## src/sv/alk_pkg.sv

```systemverilog
package alk_pkg;

	localparam int DATA_W    = 32;
	localparam int OP_W      = 3;
	localparam int IDX_W     = 6;
	localparam int COUNT_W   = 7;
	localparam int DEPTH_DEF = 64;

	localparam int IN_BITS   = OP_W + IDX_W + DATA_W;
	localparam int IN_W      = ((IN_BITS + 7) / 8) * 8;
	localparam int OUT_BITS  = 1 + DATA_W + COUNT_W + 1;
	localparam int OUT_W     = ((OUT_BITS + 7) / 8) * 8;

	localparam logic [OP_W-1:0] OP_APPEND    = 3'd0;
	localparam logic [OP_W-1:0] OP_INSERT    = 3'd1;
	localparam logic [OP_W-1:0] OP_REMOVE    = 3'd2;
	localparam logic [OP_W-1:0] OP_OVERWRITE = 3'd3;
	localparam logic [OP_W-1:0] OP_READ      = 3'd4;
	localparam logic [OP_W-1:0] OP_RESTART   = 3'd5;
	localparam logic [OP_W-1:0] OP_STEP      = 3'd6;

	typedef enum logic [2:0] {
		CK_NONE,
		CK_INSERT,
		CK_REMOVE,
		CK_WRITE,
		CK_READ
	} cell_kind_t;

	typedef struct packed {
		cell_kind_t        kind;
		logic [DATA_W-1:0] value;
	} cell_cmd_t;

endpackage

```

## src/sv/alk_cell.sv

```systemverilog
module alk_cell import alk_pkg::*; #(
	parameter int AW  = 6,
	parameter int POS = 0
) (
	input  logic              clk,
	input  cell_cmd_t         cmd,
	input  logic [AW-1:0]     pos,
	input  logic [DATA_W-1:0] left,
	input  logic [DATA_W-1:0] right,
	output logic [DATA_W-1:0] data_q,
	output logic [DATA_W-1:0] rd_q
);

	localparam logic [AW-1:0] MY_POS = AW'(POS);

	always_ff @(posedge clk) begin
		unique case (cmd.kind)
			CK_INSERT: begin
				if (MY_POS == pos) begin
					data_q <= cmd.value;
				end else if (MY_POS > pos) begin
					data_q <= left;
				end
			end
			CK_REMOVE: begin
				if (MY_POS >= pos) begin
					data_q <= right;
				end
			end
			CK_WRITE: begin
				if (MY_POS == pos) begin
					data_q <= cmd.value;
				end
			end
			default: begin
			end
		endcase
	end

	always_ff @(posedge clk) begin
		if (cmd.kind != CK_NONE) begin
			rd_q <= (cmd.kind == CK_READ && MY_POS == pos) ? data_q : '0;
		end
	end

endmodule

```

## config.mk

```make
export PLATFORM = sky130hd
export DESIGN_NAME = alk_cell
export DESIGN_NICKNAME = d
export VERILOG_FILES = /design/src/sv/alk_pkg.sv /design/src/sv/alk_cell.sv
export SDC_FILE = /design/constraint.sdc
export NUM_CORES = 1
export LEC_CHECK = 0
export BUFFER_PORTS_ARGS = -buffer_cell sky130_fd_sc_hd__clkbuf_2
export CAP_MARGIN = 20
export CORE_ASPECT_RATIO = 1.25
export CORE_MARGIN = 2
export CORE_UTILIZATION = 35
export DETAILED_ROUTE_END_ITERATION = 10
export GPL_TIMING_DRIVEN = 0
export PLACE_DENSITY = 0.69
export SYNTH_ARGS = -nofsm -noshare
export SYNTH_HDL_FRONTEND = slang
export SYNTH_SLANG_ARGS = --single-unit
```

## constraint.sdc

```tcl
create_clock -name clk -period 14.1 [get_ports clk]
set_input_delay 2.115 -clock clk [delete_from_list [all_inputs] [get_ports clk]]
set_output_delay 2.115 -clock clk [all_outputs]
set_load 0.05 [all_outputs]
```

==> results.md <==
- Outcome: complete, no violations
- Total power divided by cell area: 102 nW/µm²
- Portion of synthesized cell area occupied by the leading cell type: 0.673
- Most prevalent standard cell on the critical path: sky130_fd_sc_hd__buf_4
- CTS buffer count: 9
- Count of endpoints failing setup in the final report: 0
- Critical-path maximum fanout: 9
- Class of the most critical setup path: in2reg
- Sequential cell area fraction in the yosys report: 0.673
- Worst slew margin relative to its limit: 0.581
- Total routing usage reported by global routing: 0.178
- Leakage power total: 1.81 nW
- Number of diodes added for antenna fixing: 0
- Routed WL: 7.82 mm
- Core outline area: 7840 µm²
- Hold path cells: 1
- Net Count, Synth: 293
- Number of rows in the core area: 36
- Most repeated cell in the gate-level netlist after synthesis: sky130_fd_sc_hd__edfxtp_1
- Total number of vias: 2270
- Initial cell density of the core: 0.364
- Syn-to-layout area delta: 42.2%
- GPL Wtd Cong: 0.792
- Final Max Tran Viols: 0
- Cells after synthesis: 187
- Peak VDD IR: 0.0463 mV
- Nets@finish: 478
- Residual overflow from global routing: 0
- Cell count after placement: 456
- Setup repair after global routing missed its margin: no
- Post-DP HPWL: 6.43 mm
- Count of flip-flops with a built-in enable after synthesis: 64
- Die boundary width: 84.8 µm
- I/O Buffers: 169
- Number of instances resized during post-cts repair: 0
- Yosys warnings: 0
- CTS HTree Levels: 3
- Predominant post-synthesis flop cell: sky130_fd_sc_hd__edfxtp_1
- CP bufs+invs: 3
- FMAX: 0.266 GHz
- Post-place instance area: 3880 µm²
- Clock sink count: 64
- Area of the die: 8900 µm²
- Average cell area after synthesis: 15.3 µm²
- Post-layout instance area: 4060 µm²
- Area leader, netlist: sky130_fd_sc_hd__edfxtp_1
- Number of global-route vias before repair: 2247
- Worst clock skew: 8.83 ps
- Final critical-path share of the clock period: 0.266
- Pin count of the biggest net entering global routing: 25
- Min cycle time layout: 3750 ps
- Cts-stage hold buffer count: 0
- Synth top area cells: sky130_fd_sc_hd__edfxtp_1 (67%), sky130_fd_sc_hd__o221a_2 (13%), sky130_fd_sc_hd__or3_1 (7.2%)
- DRC violation total after the first TritonRoute iteration: 160
- Number of hold-slack violations in the final timing report: 0
- Share of final-layout standard cells stronger than drive strength 1: 0.606
- Summed instance area of the synthesized netlist: 2860 µm²
- Commonest cells in the synthesized netlist: sky130_fd_sc_hd__edfxtp_1 (64), sky130_fd_sc_hd__or3_1 (33), sky130_fd_sc_hd__and2_1 (32), sky130_fd_sc_hd__o221a_2 (32), sky130_fd_sc_hd__clkbuf_1 (9)
- CTS clock-pin slew for the worst setup and hold paths: 60 ps
- Wire length of the first global-routing pass: 11.9 mm
- Type of origin of the critical path: input port
- Setup fix buffers added after clock tree synthesis: 0
- Antenna violations before repair: 0
- CP Cell Sequence: clkbuf_2 -> or4_4 -> nor4_2 -> buf_4 -> buf_4
- Maximum cell stage delay along the critical path: 590 ps
- Number of placed I/O pins: 170
- Required time of the critical path: 14150 ps
- Worst-case clock buffer depth: 2
- WP depth: 5
- Post-synth ARST share: 0
- Routed length per instance: 16.6 µm
- Non-filler instance count after layout: 471
- Arrival time of data at the critical path endpoint: 3800 ps
- Endpoint kind of the worst setup timing path: flip-flop
- Flops & latches, synth: 64
- Clock latency of the later-clocked register in the worst-skew pair: 340 ps
- Clock tree from TritonCTS: built
- Summed negative setup slack over all endpoints: 0 ps
- First-pass DRT Iterations: 4
- Number of violations of the max-capacitance limit: 0
- Height of the die: 105 µm
- Post-synth cell types: 16
- Clk root buf: sky130_fd_sc_hd__clkbuf_8
- Cell count of the worst reg-to-reg path: 1
- DRC violation count after routing: 0
- Class of the most critical hold timing path: reg2reg
- Actual transition at the worst max-transition pin: 623 ps
- Avg Vias per Cell: 4.82
- Cell family contributing the most delay on the critical path: simple AND/OR/NAND/NOR gates
- Highest-delay cell along the critical path: sky130_fd_sc_hd__nor4_2
- Number of nets still failing antenna checks after routing: 0
## cell usage in the layout (no fill, tap or decap)
cell type	synthesis	routed
sky130_fd_sc_hd__a31oi_1	1	1
sky130_fd_sc_hd__and2_1	32	32
sky130_fd_sc_hd__and3b_1	1	1
sky130_fd_sc_hd__and4_1	1	1
sky130_fd_sc_hd__buf_16	0	1
sky130_fd_sc_hd__buf_2	3	3
sky130_fd_sc_hd__buf_4	0	4
sky130_fd_sc_hd__buf_6	3	3
sky130_fd_sc_hd__bufinv_16	0	1
sky130_fd_sc_hd__clkbuf_1	9	9
sky130_fd_sc_hd__clkbuf_2	0	169
sky130_fd_sc_hd__clkbuf_8	0	9
sky130_fd_sc_hd__clkinv_1	0	3
sky130_fd_sc_hd__clkinv_2	0	2
sky130_fd_sc_hd__edfxtp_1	64	64
sky130_fd_sc_hd__nand2b_1	1	1
sky130_fd_sc_hd__nor2_1	2	2
sky130_fd_sc_hd__nor4_1	2	1
sky130_fd_sc_hd__nor4_2	0	1
sky130_fd_sc_hd__o21ai_4	1	1
sky130_fd_sc_hd__o221a_2	32	32
sky130_fd_sc_hd__or2_2	1	1
sky130_fd_sc_hd__or3_1	33	33
sky130_fd_sc_hd__or4_4	1	1
## metrics by stage
stage               utilization  total power [mW]  hold WS, ps  setup slack [ps]
floorplan                     -             0.251          908              7760
global placement          0.487             0.272          534              6450
detailed placement        0.496             0.274          538              9960
CTS                       0.518             0.418          550             10330
global route              0.518             0.429          564             10300
finish                    0.518             0.413          548             10350
## metal layers
layer  up-vias  track usage  part of all wire
met5         -            0                 0
met4         0       0.0703             0.014
met3         9       0.0521             0.067
met2        85        0.310              0.54
met1      1048        0.202              0.38
li1       1128            -                 -
## registers in the layout (all words and copies together), names as in the netlist
register,count
rd_q,32
data_q,32
## worst paths after layout
path                                          endpoint                  from  slack, ps
worst max-delay path              data_q[20]$_DFFE_PP_                pos[5]      10350
worst min-delay path            rd_q[20]$_SDFFCE_PN0P_  data_q[20]$_DFFE_PP_        550
worst min register to register  rd_q[20]$_SDFFCE_PN0P_  data_q[20]$_DFFE_PP_        550
worst max register to register  rd_q[31]$_SDFFCE_PN0P_  data_q[31]$_DFFE_PP_      13260
## cell type report
cell class,instances,area [µm²]
Sequential cell,64,1920
Tap cell,95,119
Clock inverter,6,51.3
Timing Repair Buffer,174,903
Multi-Input combinational cell,108,857
Fill cell,725,3780
Buffer,15,82.6
Clock buffer,9,124
## where the power goes
part	total (mW)	switching [mW]	internal [mW]
logic	0.0548	0.0299	0.0250
registers	0.215	0.00111	0.214
clock network	0.144	0.0655	0.0781
total	0.413	0.0965	0.317
## cell families after synthesis
group | synth area share
buffers and inverters | 0.0289
flip-flops | 0.673
AND/OR/NAND/NOR | 0.164
AO/OA/AOI/OAI | 0.134
(Power assumes the default switching activity.)
